## src/hw/rtl/pwcp_pkg.sv

```systemverilog
// Package for the paged window cache policy unit.
// Holds command, status and register-index codes and reset defaults.
// No dependencies.
`timescale 1ns / 1ps

package pwcp_pkg;

  // Default depth of the resident map.
  localparam int MAX_PAGES_DEF = 1024;

  // Commands
  localparam logic [1:0] CMD_OPEN   = 2'd0;
  localparam logic [1:0] CMD_ACCESS = 2'd1;
  localparam logic [1:0] CMD_CLOSE  = 2'd2;
  localparam logic [1:0] CMD_NOP    = 2'd3;

  // Result status codes
  localparam logic [2:0] ST_CUR_HIT    = 3'd0;
  localparam logic [2:0] ST_LOADED_HIT = 3'd1;
  localparam logic [2:0] ST_LOADED_NEW = 3'd2;
  localparam logic [2:0] ST_LOAD_FAIL  = 3'd3;
  localparam logic [2:0] ST_NOT_OPEN   = 3'd4;
  localparam logic [2:0] ST_OUT_RANGE  = 3'd5;
  localparam logic [2:0] ST_OPENED     = 3'd6;
  localparam logic [2:0] ST_CLOSED     = 3'd7;

  // Configuration register indexes
  localparam logic REG_CACHE_PAGES = 1'b0;
  localparam logic REG_PAGE_SHIFT  = 1'b1;

  // Register reset values
  localparam logic [10:0] CACHE_PAGES_RST = 11'd4;
  localparam logic [4:0]  PAGE_SHIFT_RST  = 5'd12;

endpackage

```

## src/hw/rtl/paged_window_cache_policy_unit.sv

```systemverilog
// Top level of the paged window cache policy unit: sequencer, resident map memory
// and bookkeeping registers. Depends on pwcp_pkg.
// An access hit passes S_CMD and S_CHECK from the start transfer to done, a miss with a
// free frame adds S_LOAD, and a miss that evicts adds S_EVDIR plus S_SCRD and S_SCCK per
// map entry scanned (at most MAX_PAGES). Open and a close of an open file end with the
// map clear over every entry. One item at a time: busy stays high until done; the
// receiver cannot stall results. After reset the map is cleared with busy high.
`timescale 1ns / 1ps

module paged_window_cache_policy_unit import pwcp_pkg::*; #(
  parameter int MAX_PAGES = MAX_PAGES_DEF
) (
  input  logic        clk,
  input  logic        rst,
  // command channel
  input  logic        start,
  output logic        busy,
  input  logic [1:0]  command,
  input  logic [31:0] byte_offset,
  input  logic [31:0] file_bytes,
  input  logic        fill_ok,
  // result channel
  output logic        done,
  output logic [2:0]  status,
  output logic [9:0]  page_index,
  output logic [15:0] offset_in_page,
  output logic        load_request,
  output logic        evict_valid,
  output logic [9:0]  evicted_page,
  // configuration write port
  input  logic        wr_en,
  input  logic        wr_index,
  input  logic [10:0] wr_data
);

  // PW indexes the map, CW holds a count up to MAX_PAGES, BW is a signed bound
  // that spans minus one up to MAX_PAGES.
  localparam int PW = (MAX_PAGES > 1) ? $clog2(MAX_PAGES) : 1;
  localparam int CW = $clog2(MAX_PAGES + 1);
  localparam int BW = CW + 1;

  // Sequencer states
  localparam logic [3:0] S_IDLE  = 4'd0;
  localparam logic [3:0] S_CMD   = 4'd1;
  localparam logic [3:0] S_CHECK = 4'd2;
  localparam logic [3:0] S_EVDIR = 4'd3;
  localparam logic [3:0] S_SCRD  = 4'd4;
  localparam logic [3:0] S_SCCK  = 4'd5;
  localparam logic [3:0] S_LOAD  = 4'd6;
  localparam logic [3:0] S_CLEAR = 4'd7;

  // Reason for a map clear
  localparam logic [1:0] CLR_RESET = 2'd0;
  localparam logic [1:0] CLR_OPEN  = 2'd1;
  localparam logic [1:0] CLR_CLOSE = 2'd2;

  // Capacity is the frame count clamped to 1..MAX_PAGES.
  function automatic logic [CW-1:0] cap_of(input logic [10:0] cp);
    logic [CW-1:0] r;
    if (cp == 11'd0) begin
      r = CW'(1);
    end else if (32'(cp) > MAX_PAGES) begin
      r = CW'(MAX_PAGES);
    end else begin
      r = CW'(cp);
    end
    return r;
  endfunction

  // Configuration registers
  logic [10:0] cache_pages;
  logic [4:0]  page_shift;

  always_ff @(posedge clk) begin
    if (rst) begin
      cache_pages <= CACHE_PAGES_RST;
      page_shift  <= PAGE_SHIFT_RST;
    end else if (wr_en) begin
      case (wr_index)
        REG_CACHE_PAGES: cache_pages <= wr_data;
        REG_PAGE_SHIFT:  page_shift  <= wr_data[4:0];
        default: ;
      endcase
    end
  end

  // Page size shift clamped to 4..16.
  logic [4:0] eff_shift;
  always_comb begin
    if (page_shift < 5'd4) begin
      eff_shift = 5'd4;
    end else if (page_shift > 5'd16) begin
      eff_shift = 5'd16;
    end else begin
      eff_shift = page_shift;
    end
  end

  // Split the incoming byte position and derive the page count at the transfer.
  logic [31:0] boff_shifted;
  logic [31:0] fb_shifted;
  logic [31:0] offs_mask;
  logic [28:0] cnt_full;
  logic [CW-1:0] cnt_in;

  always_comb begin
    boff_shifted = byte_offset >> eff_shift;
    fb_shifted   = file_bytes >> eff_shift;
    offs_mask    = (32'd1 << eff_shift) - 32'd1;
    cnt_full     = {1'b0, fb_shifted[27:0]} + 29'd1;
    if (cnt_full > 29'(MAX_PAGES)) begin
      cnt_in = CW'(MAX_PAGES);
    end else begin
      cnt_in = CW'(cnt_full);
    end
  end

  // Control and bookkeeping state
  logic [3:0]     state;
  logic [1:0]     clr_kind;
  logic [PW-1:0]  clr_addr;
  logic [PW-1:0]  sidx;
  logic           scan_up;
  logic           is_open;
  logic signed [BW-1:0] low_bound;
  logic signed [BW-1:0] high_bound;
  logic [CW-1:0]  free_frames;
  logic [PW-1:0]  current_page;
  logic [CW-1:0]  page_count;

  // Latched item
  logic [1:0]     cmd_r;
  logic           ok_r;
  logic [27:0]    page_r;
  logic [CW-1:0]  cnt_r;

  // Resident map memory: one write port, one registered read port.
  logic           res_mem [MAX_PAGES];
  logic           rd_data;
  logic [PW-1:0]  rd_addr;
  logic           mem_we;
  logic [PW-1:0]  mem_wa;
  logic           mem_wd;

  logic [PW-1:0]  page_idx;
  assign page_idx = page_r[PW-1:0];

  // The item's page is read while its command is decoded; the scan reads sidx.
  assign rd_addr = (state == S_CMD) ? page_idx : sidx;

  always_ff @(posedge clk) begin
    if (mem_we) begin
      res_mem[mem_wa] <= mem_wd;
    end
    rd_data <= res_mem[rd_addr];
  end

  // Memory writes come from the clear sweep, a found victim and a good load.
  always_comb begin
    mem_we = 1'b0;
    mem_wa = clr_addr;
    mem_wd = 1'b0;
    case (state)
      S_CLEAR: begin
        mem_we = 1'b1;
        mem_wa = clr_addr;
        mem_wd = (clr_kind == CLR_OPEN) && ok_r && (clr_addr == '0);
      end
      S_SCCK: begin
        mem_we = rd_data;
        mem_wa = sidx;
        mem_wd = 1'b0;
      end
      S_LOAD: begin
        mem_we = ok_r;
        mem_wa = page_idx;
        mem_wd = 1'b1;
      end
      default: ;
    endcase
  end

  // Distance of the requested page to each bound; the scan starts at the farther one.
  logic signed [BW:0] page_sx;
  logic signed [BW:0] dl;
  logic signed [BW:0] dh;
  logic signed [BW:0] dl_abs;
  logic signed [BW:0] dh_abs;
  logic               low_past_end;
  logic signed [BW-1:0] page_s;

  always_comb begin
    page_sx = $signed((BW+1)'(page_idx));
    page_s  = $signed(BW'(page_idx));
    dl      = $signed({low_bound[BW-1], low_bound}) - page_sx;
    dh      = $signed({high_bound[BW-1], high_bound}) - page_sx;
    dl_abs  = dl[BW] ? -dl : dl;
    dh_abs  = dh[BW] ? -dh : dh;
    low_past_end = !low_bound[BW-1] && (low_bound[BW-2:0] >= (BW-1)'(MAX_PAGES));
  end

  logic [31:0] sidx_ext;
  assign sidx_ext = 32'(sidx);

  logic scan_last;
  assign scan_last = scan_up ? (sidx == PW'(MAX_PAGES - 1)) : (sidx == '0);

  assign busy = (state != S_IDLE);

  always_ff @(posedge clk) begin
    if (rst) begin
      state        <= S_CLEAR;
      clr_kind     <= CLR_RESET;
      clr_addr     <= '0;
      is_open      <= 1'b0;
      low_bound    <= '1;
      high_bound   <= '1;
      free_frames  <= cap_of(CACHE_PAGES_RST);
      current_page <= '0;
      page_count   <= '0;
      done         <= 1'b0;
    end else begin
      done <= 1'b0;
      case (state)
        S_IDLE: begin
          if (start && (command != CMD_NOP)) begin
            cmd_r          <= command;
            ok_r           <= fill_ok;
            page_r         <= boff_shifted[27:0];
            cnt_r          <= cnt_in;
            load_request   <= 1'b0;
            evict_valid    <= 1'b0;
            evicted_page   <= '0;
            if (command == CMD_ACCESS) begin
              page_index     <= boff_shifted[9:0];
              offset_in_page <= byte_offset[15:0] & offs_mask[15:0];
            end else begin
              page_index     <= '0;
              offset_in_page <= '0;
            end
            state <= S_CMD;
          end
        end

        S_CMD: begin
          case (cmd_r)
            CMD_OPEN: begin
              // Open: clear everything, then page 0 takes one frame if the read worked.
              is_open      <= 1'b1;
              page_count   <= cnt_r;
              low_bound    <= '0;
              high_bound   <= '0;
              current_page <= '0;
              free_frames  <= ok_r ? (cap_of(cache_pages) - CW'(1)) : cap_of(cache_pages);
              load_request <= 1'b1;
              clr_kind     <= CLR_OPEN;
              clr_addr     <= '0;
              state        <= S_CLEAR;
            end
            CMD_CLOSE: begin
              if (is_open) begin
                is_open      <= 1'b0;
                page_count   <= '0;
                low_bound    <= '1;
                high_bound   <= '1;
                current_page <= '0;
                free_frames  <= cap_of(cache_pages);
                clr_kind     <= CLR_CLOSE;
                clr_addr     <= '0;
                state        <= S_CLEAR;
              end else begin
                status <= ST_NOT_OPEN;
                done   <= 1'b1;
                state  <= S_IDLE;
              end
            end
            default: begin
              if (!is_open) begin
                status <= ST_NOT_OPEN;
                done   <= 1'b1;
                state  <= S_IDLE;
              end else if (page_r >= 28'(page_count)) begin
                status <= ST_OUT_RANGE;
                done   <= 1'b1;
                state  <= S_IDLE;
              end else begin
                state <= S_CHECK;
              end
            end
          endcase
        end

        S_CHECK: begin
          if (rd_data) begin
            status       <= (page_idx == current_page) ? ST_CUR_HIT : ST_LOADED_HIT;
            current_page <= page_idx;
            done         <= 1'b1;
            state        <= S_IDLE;
          end else begin
            load_request <= 1'b1;
            state        <= (free_frames == '0) ? S_EVDIR : S_LOAD;
          end
        end

        S_EVDIR: begin
          // Pick the scan direction and its first entry; an empty range skips the scan.
          if (dl_abs > dh_abs) begin
            scan_up <= 1'b1;
            sidx    <= low_bound[BW-1] ? '0 : low_bound[PW-1:0];
            state   <= low_past_end ? S_LOAD : S_SCRD;
          end else begin
            scan_up <= 1'b0;
            sidx    <= high_bound[PW-1:0];
            state   <= high_bound[BW-1] ? S_LOAD : S_SCRD;
          end
        end

        S_SCRD: begin
          state <= S_SCCK;
        end

        S_SCCK: begin
          if (rd_data) begin
            free_frames  <= free_frames + CW'(1);
            evict_valid  <= 1'b1;
            evicted_page <= sidx_ext[9:0];
            if (scan_up) begin
              low_bound <= BW'(sidx) + BW'(1);
            end else begin
              high_bound <= BW'(sidx) - BW'(1);
            end
            state <= S_LOAD;
          end else if (scan_last) begin
            state <= S_LOAD;
          end else begin
            sidx  <= scan_up ? (sidx + PW'(1)) : (sidx - PW'(1));
            state <= S_SCRD;
          end
        end

        S_LOAD: begin
          if (ok_r) begin
            if (free_frames != '0) begin
              free_frames <= free_frames - CW'(1);
            end
            if (page_s < low_bound) begin
              low_bound <= page_s;
            end
            if (page_s > high_bound) begin
              high_bound <= page_s;
            end
            current_page <= page_idx;
            status       <= ST_LOADED_NEW;
          end else begin
            status <= ST_LOAD_FAIL;
          end
          done  <= 1'b1;
          state <= S_IDLE;
        end

        S_CLEAR: begin
          if (clr_addr == PW'(MAX_PAGES - 1)) begin
            state <= S_IDLE;
            case (clr_kind)
              CLR_OPEN: begin
                status <= ok_r ? ST_OPENED : ST_LOAD_FAIL;
                done   <= 1'b1;
              end
              CLR_CLOSE: begin
                status <= ST_CLOSED;
                done   <= 1'b1;
              end
              default: ;
            endcase
          end else begin
            clr_addr <= clr_addr + PW'(1);
          end
        end

        default: begin
          state <= S_IDLE;
        end
      endcase
    end
  end

endmodule

```

## config.mk

```make
export PLATFORM = sky130hd
export DESIGN_NAME = paged_window_cache_policy_unit
export DESIGN_NICKNAME = d
export VERILOG_FILES = /design/src/hw/rtl/pwcp_pkg.sv /design/src/hw/rtl/paged_window_cache_policy_unit.sv
export SDC_FILE = /design/constraint.sdc
export NUM_CORES = 2
export LEC_CHECK = 0
export BUFFER_PORTS_ARGS = -buffer_cell sky130_fd_sc_hd__buf_2
export CAP_MARGIN = 20
export CORE_MARGIN = 8
export CORE_UTILIZATION = 50
export CTS_CLUSTER_SIZE = 8
export DETAILED_ROUTE_END_ITERATION = 8
export PLACE_DENSITY = 0.71
export SYNTH_ARGS = -nofsm -noshare
export SYNTH_HDL_FRONTEND = slang
export SYNTH_SLANG_ARGS = --single-unit
```

## constraint.sdc

```tcl
create_clock -name clk -period 87.6 [get_ports clk]
set_input_delay 8.76 -clock clk [delete_from_list [all_inputs] [get_ports clk]]
set_output_delay 8.76 -clock clk [all_outputs]
set_load 0.02 [all_outputs]
```

Yosys cells after proc, flatten, opt, wreduce, memory -nomap -nowiden
Memories as Yosys holds them, arrays and structs flattened. A register that Yosys moved wholly into a read port is not among the register bits.
Index checks and enable logic that the tools add are counted.
{"block": "totals", "ff_bits": 184, "mem_bits_rw": 1024, "input_bits": 83, "word_cells": 225, "mem_count": 1}
{"memory": "res_mem", "depth": 1024, "word_bits": 1, "rd": 1, "rd_ports_with_merged_regs": 1, "wr": 1, "line": "paged_window_cache_policy_unit.sv:138", "text": "logic res_mem [MAX_PAGES];"}
{"block": "classes", "add_sub_neg": 14, "magnitude_cmp": 9, "n_eq_ne": 37, "shift": 3, "n_mux": 96, "bitwise_logic": 3, "reduce_logical": 38}
{"cell": "two-way mux 11 bit", "count": 11}
{"cell": "two-way mux 10 bit", "count": 12}
{"cell": "two-way mux 12 bit", "count": 9}
{"cell": "case mux 10 bit (2 select lines)", "count": 5}
{"cell": "case mux 12 bit (3 select lines)", "count": 2}
{"cell": ">> shifter 32 x 5 -> 28 bit", "count": 2}
{"cell": "case mux 11 bit (2 select lines)", "count": 2}
{"cell": "inequality test 2 bit, second input constant", "count": 17}
{"cell": "case mux 11 bit (3 select lines)", "count": 1}
{"cell": "case mux 10 bit (3 select lines)", "count": 1}
{"cell": "adder 28 x 1 -> 29 bit, second input constant", "count": 1}
{"cell": "> comparator 29 x 11 -> 1 bit, second input constant", "count": 1}
{"cell": "greater-or-equal comparator 28 x 11 -> 1 bit", "count": 1}
{"cell": "case mux 4 bit (7 select lines)", "count": 1}
{"cell": "two-way mux 3 bit", "count": 9}
{"cell": "two-way mux 13 bit", "count": 2}
{"cell": "negator 13 bit", "count": 2}
{"cell": "subtractor 12 x 11 -> 13 bit", "count": 2}
{"cell": "case mux 12 bit (2 select lines)", "count": 1}
{"cell": "logical NOT 11 bit", "count": 2}
{"cell": "subtractor 11 x 1 -> 11 bit, second input constant", "count": 2}
{"cell": "adder 10 x 1 -> 10 bit, second input constant", "count": 2}
{"cell": "== test 10 bit, second input constant", "count": 2}
{"cell": "logical NOT 10 bit", "count": 2}
{"cell": "51 further kinds", "count": 108}

Longest topological paths before layout
{"block": "logic_depth", "word_depth": 10, "mapped_depth": 27}

Least setup slack after synthesis
OpenSTA, ideal clock, no wires.
{"block": "synth_timing", "path_type": "register to register", "start": "register clr_addr[0]", "end": "memory res_mem[0], data pin", "arrival_time_ns": 28.062, "path_slack_ns": 53.861, "path_stages_with_launch": 6, "period_less_slack_ns": 33.739, "cell_sequence": "dfxtp_1 inv_1 ha_1 nor4b_1 nand3_1 a21oi_1"}
{"block": "synth_between", "elab_chain_cells": 3}
{"element": "start, declared", "line": "paged_window_cache_policy_unit.sv:121", "text": "logic [PW-1:0] clr_addr;"}
{"element": "start signal, assigned", "line": "paged_window_cache_policy_unit.sv:376", "text": "clr_addr <= clr_addr + PW'(1);"}
{"element": "logical NOT 10 bit", "line": "paged_window_cache_policy_unit.sv:167", "text": "mem_wd = (clr_kind == CLR_OPEN) && ok_r && (clr_addr == '0);"}
{"element": "logical AND 1 bit", "line": "paged_window_cache_policy_unit.sv:167"}
{"element": "case mux 1 bit (2 select lines)", "line": "paged_window_cache_policy_unit.sv:163", "text": "case (state)"}
{"element": "net mem_wd", "line": "paged_window_cache_policy_unit.sv:143", "text": "logic mem_wd;"}
{"element": "end, declared", "line": "paged_window_cache_policy_unit.sv:138"}
The timed path passes the listed nets, and every way through them passes these cells.

Worst setup path in the final report
{"block": "layout_timing", "start": "input file_bytes[13]", "end": "register cnt_r[10], data pin"}
{"block": "layout_between", "elab_chain_cells": 3}
{"element": "start, declared", "line": "paged_window_cache_policy_unit.sv:20", "text": "input logic [31:0] file_bytes,"}
{"element": ">> shifter 32 x 5 -> 28 bit *", "line": "paged_window_cache_policy_unit.sv:108", "text": "fb_shifted = file_bytes >> eff_shift;"}
{"element": "adder 28 x 1 -> 29 bit *", "line": "paged_window_cache_policy_unit.sv:110", "text": "cnt_full = {1'b0, fb_shifted[27:0]} + 29'd1;"}
{"element": "> comparator 29 x 11 -> 1 bit", "line": "paged_window_cache_policy_unit.sv:111", "text": "if (cnt_full > 29'(MAX_PAGES)) begin"}
{"element": "end signal, assigned", "line": "paged_window_cache_policy_unit.sv:230", "text": "cnt_r <= cnt_in;"}
{"element": "end, declared", "line": "paged_window_cache_policy_unit.sv:135", "text": "logic [CW-1:0] cnt_r;"}
Every way passes the cells marked *; elsewhere a longest branch is shown, timed or not.
A chain may end at the register's enable or synchronous reset.

==> metrics.txt <==
outcome completed; I/O pin count 126; via count 41900; count leader, synth nor2_1; Routed WL 164000 µm; DP HPWL 94900 µm; I/O Buffers around 120; antenna violations before repair 5; final core occ 56.3%; CTS tree done; Sinks on Clock Net roughly 1200; layout cell share with drive strength beyond 1 15.2%; number of nets still failing antenna checks after routing 0; slowest stage delay, CP 0.48 ns; post-cts sizing count 0; cell area after synthesis approximately 59000 µm²; Skew-Pair Late Insertion Delay just under 0.8 ns; Critical Path RT ~88 ns; Leakage about 0.020 µW; met2 WL post-DR 78700 µm; Layout Nets between 5000 and 6000; grt ovf 0; Die Span X approximately 360 µm; post-synthesis sequential area ratio 59.5%; setup violators final 0; Via density ~6.4; WL/cell about 25 µm; post-synthesis adder-cell area fraction 1.67%; reg2reg setup slack between 80 and 90 ns; CTS root buffer clkbuf_16; xor and xnor area share after synthesis 1.22%; GRT Resource Usage Total 24.3%; Critical Path Sink Type flop; Post-synth EDFFs between 1000 and 1500; Vert. Die Dim 361 µm; Filler Cell Count roughly 9400; Synth Flop Type edfxtp_1; leading cell types by total area after synthesis edfxtp_1, mux4_2, nor2_1; Netlist cell types 100; max_slew headroom about 14%; Initial DRT Pass Iterations 8; P per Cell Area between 15 and 20 nW/µm²; Yosys reg bits 1207; area grow syn2layout 11.7%; worst-path cell chain buf_2 > mux2_2 > nor3_1 > a31oi_1 > a22oi_1 > nand3_1 > ha_1 > o2111a_1 > nand2_1 > nor4_4 > nand4_1 > a211oi_1 > o211ai_1 > or3b_1; peak fanout along the critical path 11; worst hold-check path type reg2reg; largest family of logic cells by synthesized area simple AND/OR/NAND/NOR gates; top sig layer met5; crit path time final approximately 12 ns; Post-Synth Simple-Gate Area between 10% and 20%; Met3 Wirelength between 15000 and 20000 µm; fmax 0.0845 GHz; Critical Path AT between 10 and 15 ns; Hold Violations, Final 0; Post-CTS Setup Bufs 0; mux cell area share after synthesis roughly an eighth; share of Yosys cell area claimed by the top area cell type 56.5%; Mapped Cells about 5000; Core Box Area 118000 µm²; largest net degree at the start of global routing 287; leading area contributor after synthesis edfxtp_1; DR DRC count 0; CP max-delay cell or3b_1; Initial Utilization roughly 50%; Peak VDD IR ~0.000019 V; DRT iter0 DRCs roughly 5600; Max clock buf depth 3; post-synthesis compound-gate area fraction about 6.9%; max-slew violation count 0; first-pass GRT wire length ~240000 µm; Post-CTS Hold Fix Bufs 0; Synth top cells by count nor2_1, edfxtp_1, nand2_1, clkbuf_1, mux4_2; vias in the first global route between 40000 and 50000; async set-reset flop share out of synthesis 0%; dpl ws 75.03 ns; Synth Warn # 0; clock skew between 0.04 and 0.05 ns; Max-Cap Viols 0; Setup CP Type in2reg; unrepaired setup endpoints after global routing false; Power, Total 1270 µW; H-tree depth 4; Hold Slack between 0.4 and 0.5 ns; Worst Max-Slew Pin Slew between 1 and 1.5 ns; # rows between 100 and 150; worst setup slack after layout roughly 76 ns; Worst setup SP type primary input; Inserted Clock Buffers about 170; Final Cycle Share around 14%; Worst-path clk slew approximately 0.050 ns; Die ar. 130000 µm²; met1 WL 62800 µm; Avg Inst Size Synth approximately 12 µm²; TNS Setup 0 ns; Placer Congestion between 0.8 and 0.9
==> kinds of logic (layout without fill, tap and decap cells) <==
group / count (synthesis) / count (layout)
simple gates: 2199 / 2199
flops: 1207 / 1207
compound gates: 597 / 597
buf+inv: 488 / 517
mux: 372 / 372
xor+xnor: 83 / 83
fa+ha+maj: 77 / 77
other cells: 2 / 6
==> layout by cell type, fill, tap and decap left out, types with 42 or more instances in the layout <==
master     instances
nand3_1          140
xnor2_1           54
o21ai_0           98
mux2i_1           91
a21oi_1          136
and3_1            53
edfxtp_1        1118
inv_1             81
ha_1              73
buf_2            121
buf_4             73
dfxtp_1           87
nor3_1            51
nor2_1          1233
nand2_1          482
a22oi_1           42
mux4_2           260
clkbuf_16        174
==> sequential cells by signal, indices dropped and copies added, names as in the netlist, 2 cells and up <==
signal	count
cache_pages	11
clr_addr	10
clr_kind	2
cmd_r	2
cnt_r	11
current_page	10
evicted_page	10
free_frames	11
high_bound	11
low_bound	12
offset_in_page	16
page_count	11
page_index	10
page_r	28
page_shift	5
res_mem	1024
sidx	10
state	3
status	3
==> worst max-delay path: cells and delay by family <==
kind                       cells  cell delay [ns]
and+or+nand+nor                6             1.69
AOI/OAI and AO/OA              5             1.31
buffers and inverters          1             0.13
adders and majority gates      1             0.28
muxes                          1             0.17
==> power breakdown <==
group / leakage, µW / total [µW] / switching [µW] / internal (µW)
sequential: 0.00946 / 624 / 0.843 / 623
combinational: 0.00843 / 47.5 / 32.4 / 15.2
clock: 0.00230 / 594 / 237 / 356
==> worst paths after layout <==
| path | depth (start not counted) | startpoint | end |
|---|---|---|---|
| max | 14 | file_bytes[13] | cnt_r[10] |
| min | 2 | page_count[6] | page_count[6] |
| max reg2reg | 15 | state[0] | rd_data |
| min reg2reg | 2 | page_count[6] | page_count[6] |
==> routing by layer <==
metal / GRT usage (%) / vias to the layer above
li1: - / 18300
met1: 32.9 / 20900
met2: 39.8 / 2376
met3: 4.58 / 344
met4: 7.73 / 5
met5: 0.888 / -
==> metrics by stage <==
stage                     std cells  area (µm²)
after floorplan                5027       59500
after global placement         6356       61100
after detailed placement       6358       61200
after CTS                      6574       65900
after global routing           6593       66400
final                          6594       66400
==> final cells by class <==
cell class,count,area (µm²),share of cell area (%)
sequential,1207,35400,53.2
multi-input combinational,3332,22300,33.6
clock buffer,205,4490,6.76
tap,1536,1920,2.89
timing repair buffer,217,1720,2.60
inverter,84,315,0.475
clock inverter,11,262,0.394
antenna,2,5.00,0.00754
(Power assumes the default switching activity.)
